--- config.mk ---
export PLATFORM = sky130hd
export DESIGN_NAME = char_lcd_nibble_interface_queue
export DESIGN_NICKNAME = d
export VERILOG_FILES = /design/src/hdl/clniq_pkg.sv /design/src/hdl/char_lcd_nibble_interface_queue.sv
export SDC_FILE = /design/constraint.sdc
export NUM_CORES = 1
export LEC_CHECK = 0
export ABC_AREA = 0
export CAP_MARGIN = 20
export CORE_ASPECT_RATIO = 1.1
export CORE_MARGIN = 1.5
export CORE_UTILIZATION = 44
export CTS_BUF_LIST = sky130_fd_sc_hd__clkbuf_16
export DETAILED_ROUTE_END_ITERATION = 6
export DONT_BUFFER_PORTS = 1
export GPL_TIMING_DRIVEN = 0
export RECOVER_POWER = 50
export SLEW_MARGIN = 20
export SYNTH_ARGS = -nofsm -noshare
export SYNTH_HDL_FRONTEND = slang
export SYNTH_SLANG_ARGS = --single-unit
--- constraint.sdc ---
create_clock -name clk -period 4.5 [get_ports clk]
set_clock_uncertainty 0.2 [all_clocks]
set_input_delay 0.9 -clock clk [delete_from_list [all_inputs] [get_ports clk]]
set_output_delay 0.9 -clock clk [all_outputs]
set_load 0.01 [all_outputs]
--- src/hdl/clniq_pkg.sv ---
// Package for the 4-bit character-LCD controller with byte queue.
// Holds the controller states, result and input codes, and power-up constants.
// No dependencies.
`timescale 1ns / 1ps

package clniq_pkg;

  localparam int QUEUE_DEPTH_DEF = 32;

  localparam int ENTRY_W = 9;
  localparam int DATA_W  = 8;
  localparam int NIB_W   = 4;
  localparam int CMD_W   = 2;
  localparam int KIND_W  = 2;
  localparam int START_W = 5;
  localparam int PACE_W  = 8;

  // input commands
  localparam logic [CMD_W-1:0] CMD_TICK = 2'd0;
  localparam logic [CMD_W-1:0] CMD_COMMAND = 2'd1;
  localparam logic [CMD_W-1:0] CMD_CHAR = 2'd2;

  // result kinds
  localparam logic [KIND_W-1:0] KIND_STROBE = 2'd0;
  localparam logic [KIND_W-1:0] KIND_RS = 2'd1;
  localparam logic [KIND_W-1:0] KIND_QUEUED = 2'd2;
  localparam logic [KIND_W-1:0] KIND_DROPPED = 2'd3;

  // configuration register indexes
  localparam logic REG_INIT_FUNCTION = 1'b0;
  localparam logic REG_DISPLAY_CONTROL = 1'b1;

  localparam logic [DATA_W-1:0] INIT_FUNCTION_RST = 8'd40;
  localparam logic [DATA_W-1:0] DISPLAY_CONTROL_RST = 8'd12;

  // power-up sequence steps (counted down)
  localparam logic [START_W-1:0] STARTUP_TICKS = 5'd30;
  localparam logic [START_W-1:0] STEP_WAKE = 5'd10;
  localparam logic [START_W-1:0] STEP_PULSE_A = 5'd5;
  localparam logic [START_W-1:0] STEP_PULSE_B = 5'd4;
  localparam logic [START_W-1:0] STEP_FUNC_HI = 5'd3;
  localparam logic [START_W-1:0] STEP_FUNC = 5'd2;
  localparam logic [START_W-1:0] STEP_DISPLAY = 5'd1;

  localparam logic [NIB_W-1:0] EARLY_NIBBLE = 4'h3;

  localparam logic [PACE_W-1:0] PACE_TOP = 8'd255;
  localparam logic [PACE_W-1:0] SLOW_RELOAD = 8'd210;
  localparam logic [DATA_W-1:0] SLOW_LIMIT = 8'd4;

  typedef enum logic [1:0] {
    ST_IDLE,
    ST_PUSH,
    ST_READ,
    ST_SECOND
  } state_t;

endpackage

--- src/hdl/char_lcd_nibble_interface_queue.sv ---
// Top level of the 4-bit character-LCD controller with a ring queue of bytes.
// Uses clniq_pkg for states, codes and constants; the queue is a local memory.
//
// channel  direction  ports                                handshake
// in       input      in_cmd, in_data_byte                 in_valid / in_ready
// out      output     out_kind, out_rs_level, out_nibble,  out_valid / out_ready
//                     out_last
// cfg      input      cfg_index, cfg_wdata                 cfg_we, no wait
//
// A byte is written at once, or a marker is written first and the byte in ST_PUSH (one queue write port).
// A tick that strobes two power-up nibbles goes on to ST_SECOND; a queued entry is first
// read into a register, then sent from ST_READ, and a queued byte's low nibble from ST_SECOND.
// A second nibble strobe is registered and leaves in the cycle after the first is taken.
// Reset is synchronous; the queue has no clearing pass, reads follow the fill count.
// A new transaction is taken in ST_IDLE once the output register is free or being emptied.
`timescale 1ns / 1ps

module char_lcd_nibble_interface_queue #(
  parameter int QUEUE_DEPTH = clniq_pkg::QUEUE_DEPTH_DEF
) (
  input  logic                           clk,
  input  logic                           rst_n,
  input  logic                           in_valid,
  output logic                           in_ready,
  input  logic [clniq_pkg::CMD_W-1:0]    in_cmd,
  input  logic [clniq_pkg::DATA_W-1:0]   in_data_byte,
  output logic                           out_valid,
  input  logic                           out_ready,
  output logic [clniq_pkg::KIND_W-1:0]   out_kind,
  output logic                           out_rs_level,
  output logic [clniq_pkg::NIB_W-1:0]    out_nibble,
  output logic                           out_last,
  input  logic                           cfg_we,
  input  logic                           cfg_index,
  input  logic [clniq_pkg::DATA_W-1:0]   cfg_wdata
);

  localparam int AW = (QUEUE_DEPTH > 1) ? $clog2(QUEUE_DEPTH) : 1;
  localparam int CW = $clog2(QUEUE_DEPTH + 1);
  localparam logic [AW-1:0] PTR_LAST = AW'(QUEUE_DEPTH - 1);
  localparam logic [CW-1:0] FILL_LIMIT = CW'(QUEUE_DEPTH - 3);

  clniq_pkg::state_t state_r, state_nxt;

  logic [AW-1:0] wp_r, wp_nxt, rp_r, rp_nxt;
  logic [CW-1:0] fill_r, fill_nxt;
  logic          cmd_kind_r, cmd_kind_nxt;
  logic          rs_r, rs_nxt;
  logic [clniq_pkg::START_W-1:0] startup_r, startup_nxt;
  logic [clniq_pkg::PACE_W-1:0]  pace_r, pace_nxt, pace_inc;
  logic [clniq_pkg::DATA_W-1:0]  init_fn_r, disp_ctl_r;
  logic [clniq_pkg::DATA_W-1:0]  hold_byte_r, hold_byte_nxt;
  logic [clniq_pkg::NIB_W-1:0]   sec_nib_r, sec_nib_nxt;

  logic                          out_valid_r, out_valid_nxt;
  logic [clniq_pkg::KIND_W-1:0]  out_kind_r, out_kind_nxt;
  logic                          out_rs_r, out_rs_nxt;
  logic [clniq_pkg::NIB_W-1:0]   out_nib_r, out_nib_nxt;
  logic                          out_last_r, out_last_nxt;

  logic [clniq_pkg::ENTRY_W-1:0] mem [QUEUE_DEPTH];
  logic [clniq_pkg::ENTRY_W-1:0] rdata_r, mem_wd;
  logic [AW-1:0]                 mem_wa;
  logic                          mem_we, mem_re;

  logic accept, slot_free, is_tick, is_queue, want_char, q_full, need_marker, do_read;
  logic st_emit, st_two;
  logic [clniq_pkg::NIB_W-1:0] st_hi, st_lo;

  assign slot_free   = !out_valid_r || out_ready;
  assign in_ready    = (state_r == clniq_pkg::ST_IDLE) && slot_free;
  assign accept      = in_valid && in_ready;
  assign is_tick     = (in_cmd == clniq_pkg::CMD_TICK);
  assign is_queue    = (in_cmd == clniq_pkg::CMD_COMMAND) || (in_cmd == clniq_pkg::CMD_CHAR);
  assign want_char   = (in_cmd == clniq_pkg::CMD_CHAR);
  assign q_full      = (fill_r > FILL_LIMIT);
  assign need_marker = (cmd_kind_r == want_char);
  assign pace_inc    = (pace_r < clniq_pkg::PACE_TOP) ? pace_r + 1'b1 : pace_r;
  assign do_read     = (startup_r == '0) && (fill_r != '0) && (pace_inc == clniq_pkg::PACE_TOP);

  // power-up step decode
  always_comb begin
    st_emit = 1'b0;
    st_two  = 1'b0;
    st_hi   = clniq_pkg::EARLY_NIBBLE;
    st_lo   = '0;
    case (startup_r)
      clniq_pkg::STEP_WAKE, clniq_pkg::STEP_PULSE_A, clniq_pkg::STEP_PULSE_B: begin
        st_emit = 1'b1;
      end
      clniq_pkg::STEP_FUNC_HI: begin
        st_emit = 1'b1;
        st_hi   = init_fn_r[7:4];
      end
      clniq_pkg::STEP_FUNC: begin
        st_emit = 1'b1;
        st_two  = 1'b1;
        st_hi   = init_fn_r[7:4];
        st_lo   = init_fn_r[3:0];
      end
      clniq_pkg::STEP_DISPLAY: begin
        st_emit = 1'b1;
        st_two  = 1'b1;
        st_hi   = disp_ctl_r[7:4];
        st_lo   = disp_ctl_r[3:0];
      end
      default: begin
        st_emit = 1'b0;
      end
    endcase
  end

  // next state
  always_comb begin
    state_nxt = state_r;
    case (state_r)
      clniq_pkg::ST_IDLE: begin
        if (accept) begin
          if (is_queue && !q_full && need_marker) begin
            state_nxt = clniq_pkg::ST_PUSH;
          end else if (is_tick && startup_r != '0 && st_two) begin
            state_nxt = clniq_pkg::ST_SECOND;
          end else if (is_tick && do_read) begin
            state_nxt = clniq_pkg::ST_READ;
          end
        end
      end
      clniq_pkg::ST_PUSH: begin
        state_nxt = clniq_pkg::ST_IDLE;
      end
      clniq_pkg::ST_READ: begin
        state_nxt = rdata_r[clniq_pkg::ENTRY_W-1] ? clniq_pkg::ST_IDLE : clniq_pkg::ST_SECOND;
      end
      clniq_pkg::ST_SECOND: begin
        if (out_ready) begin
          state_nxt = clniq_pkg::ST_IDLE;
        end
      end
      default: begin
        state_nxt = clniq_pkg::ST_IDLE;
      end
    endcase
  end

  // datapath and outputs
  always_comb begin
    wp_nxt        = wp_r;
    rp_nxt        = rp_r;
    fill_nxt      = fill_r;
    cmd_kind_nxt  = cmd_kind_r;
    rs_nxt        = rs_r;
    startup_nxt   = startup_r;
    pace_nxt      = pace_r;
    hold_byte_nxt = hold_byte_r;
    sec_nib_nxt   = sec_nib_r;
    out_valid_nxt = out_valid_r && !out_ready;
    out_kind_nxt  = out_kind_r;
    out_rs_nxt    = out_rs_r;
    out_nib_nxt   = out_nib_r;
    out_last_nxt  = out_last_r;
    mem_we        = 1'b0;
    mem_wa        = wp_r;
    mem_wd        = {1'b0, in_data_byte};
    mem_re        = 1'b0;
    case (state_r)
      clniq_pkg::ST_IDLE: begin
        if (accept && is_queue) begin
          out_valid_nxt = 1'b1;
          out_rs_nxt    = rs_r;
          out_nib_nxt   = '0;
          out_last_nxt  = 1'b1;
          if (q_full) begin
            out_kind_nxt = clniq_pkg::KIND_DROPPED;
          end else begin
            out_kind_nxt = clniq_pkg::KIND_QUEUED;
            mem_we       = 1'b1;
            wp_nxt       = (wp_r == PTR_LAST) ? '0 : wp_r + 1'b1;
            fill_nxt     = fill_r + 1'b1;
            if (need_marker) begin
              mem_wd        = {1'b1, 7'd0, want_char};
              cmd_kind_nxt  = !want_char;
              hold_byte_nxt = in_data_byte;
            end
          end
        end else if (accept && is_tick) begin
          pace_nxt = pace_inc;
          if (startup_r != '0) begin
            rs_nxt      = 1'b0;
            startup_nxt = startup_r - 1'b1;
            if (st_emit) begin
              out_valid_nxt = 1'b1;
              out_kind_nxt  = clniq_pkg::KIND_STROBE;
              out_rs_nxt    = 1'b0;
              out_nib_nxt   = st_hi;
              out_last_nxt  = !st_two;
              sec_nib_nxt   = st_lo;
            end
          end else if (do_read) begin
            mem_re = 1'b1;
          end
        end
      end
      clniq_pkg::ST_PUSH: begin
        mem_we   = 1'b1;
        mem_wd   = {1'b0, hold_byte_r};
        wp_nxt   = (wp_r == PTR_LAST) ? '0 : wp_r + 1'b1;
        fill_nxt = fill_r + 1'b1;
      end
      clniq_pkg::ST_READ: begin
        rp_nxt        = (rp_r == PTR_LAST) ? '0 : rp_r + 1'b1;
        fill_nxt      = fill_r - 1'b1;
        out_valid_nxt = 1'b1;
        if (rdata_r[clniq_pkg::ENTRY_W-1]) begin
          rs_nxt       = rdata_r[0];
          out_kind_nxt = clniq_pkg::KIND_RS;
          out_rs_nxt   = rdata_r[0];
          out_nib_nxt  = '0;
          out_last_nxt = 1'b1;
        end else begin
          if (rdata_r[7:0] < clniq_pkg::SLOW_LIMIT) begin
            pace_nxt = clniq_pkg::SLOW_RELOAD;
          end
          out_kind_nxt = clniq_pkg::KIND_STROBE;
          out_rs_nxt   = rs_r;
          out_nib_nxt  = rdata_r[7:4];
          out_last_nxt = 1'b0;
          sec_nib_nxt  = rdata_r[3:0];
        end
      end
      clniq_pkg::ST_SECOND: begin
        if (out_ready) begin
          out_valid_nxt = 1'b1;
          out_kind_nxt  = clniq_pkg::KIND_STROBE;
          out_rs_nxt    = rs_r;
          out_nib_nxt   = sec_nib_r;
          out_last_nxt  = 1'b1;
        end
      end
      default: begin
        out_valid_nxt = 1'b0;
      end
    endcase
  end

  // queue memory
  always_ff @(posedge clk) begin
    if (mem_we) begin
      mem[mem_wa] <= mem_wd;
    end
    if (mem_re) begin
      rdata_r <= mem[rp_r];
    end
  end

  always_ff @(posedge clk) begin
    if (!rst_n) begin
      state_r     <= clniq_pkg::ST_IDLE;
      wp_r        <= '0;
      rp_r        <= '0;
      fill_r      <= '0;
      cmd_kind_r  <= 1'b1;
      rs_r        <= 1'b0;
      startup_r   <= clniq_pkg::STARTUP_TICKS;
      pace_r      <= '0;
      out_valid_r <= 1'b0;
      init_fn_r   <= clniq_pkg::INIT_FUNCTION_RST;
      disp_ctl_r  <= clniq_pkg::DISPLAY_CONTROL_RST;
    end else begin
      state_r     <= state_nxt;
      wp_r        <= wp_nxt;
      rp_r        <= rp_nxt;
      fill_r      <= fill_nxt;
      cmd_kind_r  <= cmd_kind_nxt;
      rs_r        <= rs_nxt;
      startup_r   <= startup_nxt;
      pace_r      <= pace_nxt;
      out_valid_r <= out_valid_nxt;
      if (cfg_we && cfg_index == clniq_pkg::REG_INIT_FUNCTION) begin
        init_fn_r <= cfg_wdata;
      end
      if (cfg_we && cfg_index == clniq_pkg::REG_DISPLAY_CONTROL) begin
        disp_ctl_r <= cfg_wdata;
      end
    end
  end

  always_ff @(posedge clk) begin
    hold_byte_r <= hold_byte_nxt;
    sec_nib_r   <= sec_nib_nxt;
    out_kind_r  <= out_kind_nxt;
    out_rs_r    <= out_rs_nxt;
    out_nib_r   <= out_nib_nxt;
    out_last_r  <= out_last_nxt;
  end

  assign out_valid    = out_valid_r;
  assign out_kind     = out_kind_r;
  assign out_rs_level = out_rs_r;
  assign out_nibble   = out_nib_r;
  assign out_last     = out_last_r;

  a_fill_bound: assert property (@(posedge clk) disable iff (!rst_n)
    fill_r <= CW'(QUEUE_DEPTH))
    else $error("queue fill count beyond depth");

  a_read_issued: assert property (@(posedge clk) disable iff (!rst_n)
    $rose(state_r == clniq_pkg::ST_READ) |-> $past(mem_re))
    else $error("read state entered without a memory read");

  a_second_pending: assert property (@(posedge clk) disable iff (!rst_n)
    state_r == clniq_pkg::ST_SECOND |-> out_valid_r)
    else $error("second strobe pending with empty output register");

  a_startup_rs: assert property (@(posedge clk) disable iff (!rst_n)
    startup_r != '0 |-> rs_r == 1'b0)
    else $error("register select changed during power-up");

endmodule
==> results of run 1 <==
[where the power goes]
group          switching [mW]  internal [mW]
Sequential             0.0275           3.78
Combinational           0.271          0.156
Clock                    1.27           1.73
Total                    1.57           5.67
[worst register-to-register path, delay by kind of cell, from the launching register on]
kind,cells,cell delay (ns)
AOI/OAI and AO/OA,1,0.52
buffers and inverters,3,1.47
DFF,1,0.36
and+or+nand+nor,3,0.80
[cells in the final DEF, fill, tap and decap left out, types with 9 or more instances in the layout]
cell       instances
inv_1             21
dfxtp_1           50
clkinv_1           9
a21boi_0          23
ha_1              19
nand2_1           90
nor3_1             9
nor2b_1           10
nor2_1            49
mux4_2            90
edfxtp_1         317
nand2b_1          10
nand3_1           16
clkbuf_16         40
o21ai_0           30
clkbuf_1          40
clkinv_2          10
a21oi_1           17
[cells in the mapped netlist (6+ instances only)]
cell type | number | share of area (%)
edfxtp_1 | 317 | 62
ha_1 | 19 | 1.6
nand3b_1 | 6 | 0.30
nor2_1 | 49 | 1.2
mux4_2 | 90 | 13
and3_1 | 8 | 0.33
o21ai_0 | 37 | 1.2
nand4_1 | 6 | 0.25
a21boi_0 | 23 | 1.1
a31oi_1 | 6 | 0.25
nor2b_1 | 10 | 0.41
dfxtp_1 | 50 | 6.6
nand2b_1 | 10 | 0.41
nor3_1 | 8 | 0.26
nand3_1 | 16 | 0.53
mux2_2 | 9 | 0.66
inv_1 | 12 | 0.30
nand2_1 | 90 | 2.2
clkbuf_1 | 39 | 0.96
xnor2_1 | 8 | 0.46
a21oi_1 | 17 | 0.56
[metrics by stage]
stage                     std cells  hold WS (ns)  worst slack (ns)  power [mW]
after floorplan                 916         0.241             0.427        4.14
after global placement         1354         0.256             -1.97        4.28
after detailed placement       1362         0.257           -0.0638        4.33
after CTS                      1434         0.253             0.501        7.32
after global routing           1434         0.252             0.193        7.46
final                          1435         0.264             0.406        7.24
[sequential cells by signal, summed over array words and instances (netlist names), 2 cells and up]
register,cells
mem,288
pace_r,8
state_r,2
startup_r,5
out_kind,2
fill_r,6
mem_wa,5
rdata_r,9
out_nibble,4
hold_byte_r,8
sec_nib_r,4
rp_r,5
init_fn_r,8
disp_ctl_r,8
[worst paths after layout]
check | from | end | cells after the start
setup / recovery | in_cmd[0] | mem[17][2]$_DFFE_PP_ | 9
hold / removal | disp_ctl_r[3]$_SDFFE_PN1P_ | disp_ctl_r[3]$_SDFFE_PN1P_ | 2
setup reg to reg | state_r[1]$_SDFFE_PN0P_ | mem[17][2]$_DFFE_PP_ | 7
hold reg to reg | disp_ctl_r[3]$_SDFFE_PN1P_ | disp_ctl_r[3]$_SDFFE_PN1P_ | 2
[layout make-up]
| cell class | count | area share, % |
|---|---|---|
| clock buffer | 40 | 5.83 |
| inverter | 13 | 0.284 |
| sequential | 367 | 61.2 |
| antenna | 1 | 0.0146 |
| buffer | 50 | 1.33 |
| clock inverter | 32 | 1.20 |
| multi-input combinational | 486 | 26.1 |
| timing repair buffer | 8 | 0.809 |
| tap | 438 | 3.19 |
[kinds of logic (layout without fill, tap and decap cells)]
| kind of cell | Yosys count | after routing |
|---|---|---|
| DFF | 367 | 367 |
| muxes | 103 | 103 |
| adders and majority gates | 20 | 20 |
| AOI/OAI and AO/OA | 127 | 127 |
| xor gates and xnor gates | 8 | 8 |
| other | 0 | 1 |
| buffers and inverters | 63 | 143 |
| and+or+nand+nor | 228 | 228 |
[per-layer routing]
| layer | part of all wire, % | wire length (um) | vias to the layer above |
|---|---|---|---|
| met3 | 4.4 | 1440 | 63 |
| met4 | 3.1 | 1030 | 0 |
| met2 | 50 | 16300 | 194 |
| met5 | 0 | 0 | - |
| li1 | - | - | 3734 |
| met1 | 43 | 14100 | 4207 |
==> results.toml, run 1 <==
[status]
status = "finished, final reports clean"

[placement]
io_buffer_count = 0
placed_area_um2 = 16100
hpwl_um = 23000
place.gp.congestion = 0.909

[grt]
grt_usage_pct = 18.7
use_met2_pct = 32.1
grt_pass1_wl_um = 50000
grt_max_degree = 33
use_met3_pct = 2.48
grt-ovfl-total = 0
antenna_found_initial = 0
top_usage_layer = "met2"
grt_pass1_vias = 8188
met1_usage_pct = 24.8

[setup_path]
cp.buffers_inverters = 5
slowest_stage = "clkbuf_1"
critPathArrivalTime_ns = 4.15
path_cells = "inv_1 > ha_1 > clkbuf_1 > nand4_1 > inv_1 > and3_1 > clkbuf_1 > o21ai_2 > buf_16"
r2r_slack_ns = 0.89
max_stage_delay_ns = 0.83
critPathKind = "in -> reg"
cp-start-kind = "input port"
cp_top_family = "buffers and inverters"
endpoint_kind = "flip-flop"
cp_max_fo = 17
required_ns = 4.56

[synth]
syn-cell-area_um2 = 15200
ys_dominant_reg_cell = "edfxtp_1"
syn_nets = 960
synth-simple-area-share_pct = 7.12
postSynthAreaPerCell_um2 = 16.6
synth_compound_area_share_pct = 5.67
ys_ff_latch = 367
synth_sequential_area_ratio_pct = 69.0
synth_adder_area_share_pct = 1.69
yosys_warnings = 0
synth_top_family_by_area = "multiplexers"
ys_types = 58
synthXorXnorAreaFrac_pct = 0.460
synth_edf_count = 317
synthArstFlopShare_pct = 0
syn_inst = 916
synth_mux_area_share_pct = 14.2

[min_path]
min_path_type = "reg -> reg"

[layout]
seqCellArea_um2 = 10500
final_nets = 1009
multi_input_area_um2 = 4480
syn_to_final_growth_pct = 12.7
design_area_um2 = 17200
postLayoutCoreUtil_pct = 50.2
drive_gt1_share_pct = 17.9
nFillCells = 2764

[detailed_routing]
detail_route.first_pass.iterations = 4
ant_nets = 0
via_count = 8198
wl_per_cell_um = 22.9
drc = 0
drt_iter0_drc = 518
drt_wl_total_um = 32800
vias_per_cell = 5.71

[job]
cap_violations = 0

[clock_network]
root_buffer = "clkbuf_16"
hold_buffers = 0
clk_latency_ns = 0.53
cts_tree = "built"
post_cts_resized = 0
cts_buffers = 39
htree_levels = 2
cts_post_setup_buffers_inserted = 0
clockBufferDepth = 3
cts_sinks = 367
path_clk_slew_ns = 0.06

[power]
power_density_nw_per_um2 = 421
ir_drop_uv = 218
p_leak_nw = 5.43

[sta]
relSlewSlack_pct = 14.5
final.setup.tns_ns = 0
fin_crit_ns = 4.09
hold_viol_final = 0
slew_viol_final = 0
max_slew.worst_pin.slew_ns = 1.27
rsz0062_at_grt = "false"
period_share_pct = 91.0
setup_viol = 0
max_freq_mhz = 244

[floorplanning]
start_util_pct = 44.6
num_io_pins = 34
fp.dieArea_um2 = 35800
fp.dieW_um = 180
die_y_um = 198
fp-row-count = 71
core_area_um2 = 34200
Note: power is estimated with default switching activity, not from simulation.
==> run 2: changes to the inputs <==
CTS_BUF_LIST = not set   (was sky130_fd_sc_hd__clkbuf_16)
==> results.toml, run 2 (synthesis gave the netlist of run 1 again) <==
[sta]
setup_viol = 0
max_freq_mhz = 245
rsz0062_at_grt = "false"
relSlewSlack_pct = 14.5
max_slew.worst_pin.slew_ns = 1.27
slew_viol_final = 0
fin_crit_ns = 4.07
hold_viol_final = 0
period_share_pct = 90.6

[setup_path]
cp-start-kind = "input port"
required_ns = 4.56
critPathKind = "in -> reg"
endpoint_kind = "flip-flop"
max_stage_delay_ns = 0.83
path_cells = "inv_1 > ha_1 > clkbuf_1 > nand4_1 > inv_1 > and3_1 > clkbuf_1 > o21ai_2 > buf_16"
slowest_stage = "clkbuf_1"
cp_max_fo = 17
critPathArrivalTime_ns = 4.13

[layout]
largest_reg_flops = 288
postLayoutCoreUtil_pct = 50.3
final_common_cell = "edfxtp_1"
largest_register = "mem"
final_cell_mix = "edfxtp_1 (317), nand2_1 (90), mux4_2 (90), dfxtp_1 (50), nor2_1 (49)"
drive_gt1_share_pct = 18.0
final_nets = 1009
design_area_um2 = 17200
largestRegisters = "mem (288), rdata_r (9)"
syn_to_final_growth_pct = 12.7

[clock_network]
cts_post_setup_buffers_inserted = 0
cts_buffers = 39
cts_sinks = 367
clk_latency_ns = 0.53
path_clk_slew_ns = 0.06
clockBufferDepth = 3
htree_levels = 2
hold_buffers = 0
cts_tree = "built"
post_cts_resized = 0
root_buffer = "clkbuf_16"

[power]
p_int_mw = 5.70
ir_drop_uv = 217
pwr-share-seq_pct = 52.4
power_density_nw_per_um2 = 423
p_sw_share_pct = 21.6
report.power.total_mw = 7.28
power_frac_comb_pct = 5.9
p_sw_mw = 1.57
power.share.clock_pct = 41.8
p_leak_nw = 5.41

[floorplanning]
num_io_pins = 34
core_area_um2 = 34200
fp.dieArea_um2 = 35800
start_util_pct = 44.6
fp-row-count = 71
fp.dieW_um = 180
die_y_um = 198

[detailed_routing]
drt_iter0_drc = 522
via_count = 8195
drc = 0
ant_nets = 0
wl_per_cell_um = 22.9
vias_per_cell = 5.71
detail_route.first_pass.iterations = 5
drt_wl_total_um = 32900

[grt]
grt_usage_pct = 18.7
grt_pass1_wl_um = 50000
grt_pass1_vias = 8188
grt_max_degree = 33
grt-ovfl-total = 0
antenna_found_initial = 0

[placement]
placed_area_um2 = 16100
place.gp.congestion = 0.909
hpwl_um = 23000
io_buffer_count = 0

[status]
status = "finished, final reports clean"

[job]
cap_violations = 0

[min_path]
min_path_type = "reg -> reg"
## run 2: power groups by stage
| stage | clock network, mW | registers (mW) | logic (mW) |
|---|---|---|---|
| floorplan | 0 | 3.88 | 0.261 |
| global placement | 0 | 3.89 | 0.386 |
| detailed placement | 0 | 3.88 | 0.447 |
| CTS | 3.10 | 3.81 | 0.449 |
| global route | 3.22 | 3.81 | 0.463 |
| finish | 3.04 | 3.81 | 0.427 |
## run 2: final cells by class
class | count | area, um2
Clock inverter | 23 | 173
Fill cell | 2763 | 17000
Buffer | 50 | 228
Inverter | 13 | 48.8
Tap cell | 438 | 548
Timing Repair Buffer | 8 | 139
Sequential cell | 367 | 10500
Antenna cell | 1 | 2.50
Multi-Input combinational cell | 486 | 4480
Clock buffer | 49 | 1040
## run 2: path summary, 6_finish.rpt
kind	start	end	slack (ns)	cells after the start
setup / recovery	in_cmd[0]	mem[17][2]$_DFFE_PP_	0.43	9
hold reg to reg	disp_ctl_r[3]$_SDFFE_PN1P_	disp_ctl_r[3]$_SDFFE_PN1P_	0.26	2
setup reg to reg	state_r[1]$_SDFFE_PN0P_	mem[17][2]$_DFFE_PP_	0.89	7
hold / removal	disp_ctl_r[3]$_SDFFE_PN1P_	disp_ctl_r[3]$_SDFFE_PN1P_	0.26	2
## run 2: critical path: cells and delay by family
| family | cells | cell delay [ns] |
|---|---|---|
| adder cells (fa/ha/maj) | 1 | 0.26 |
| AND/OR/NAND/NOR | 2 | 0.57 |
| buffers and inverters | 5 | 1.85 |
| AO/OA/AOI/OAI | 1 | 0.51 |
## run 2: through the flow
step	std cells	setup WS [ns]	hold WS, ns	TNS (ns)
after detailed placement	1362	-0.0638	0.257	-1.64
after global placement	1354	-1.97	0.256	-382.80
after floorplan	916	0.427	0.241	0
after CTS	1434	0.501	0.253	0
final	1435	0.425	0.264	0
after global routing	1434	0.192	0.252	0
## run 2: per-layer routing
layer  part of all wire [%]  track usage [%]  vias up
met1                     43             24.8     4195
li1                       -                -     3739
met2                     50             32.1      198
met5                      0                0        -
met3                    4.3             2.48       63
met4                    3.2             6.41        0
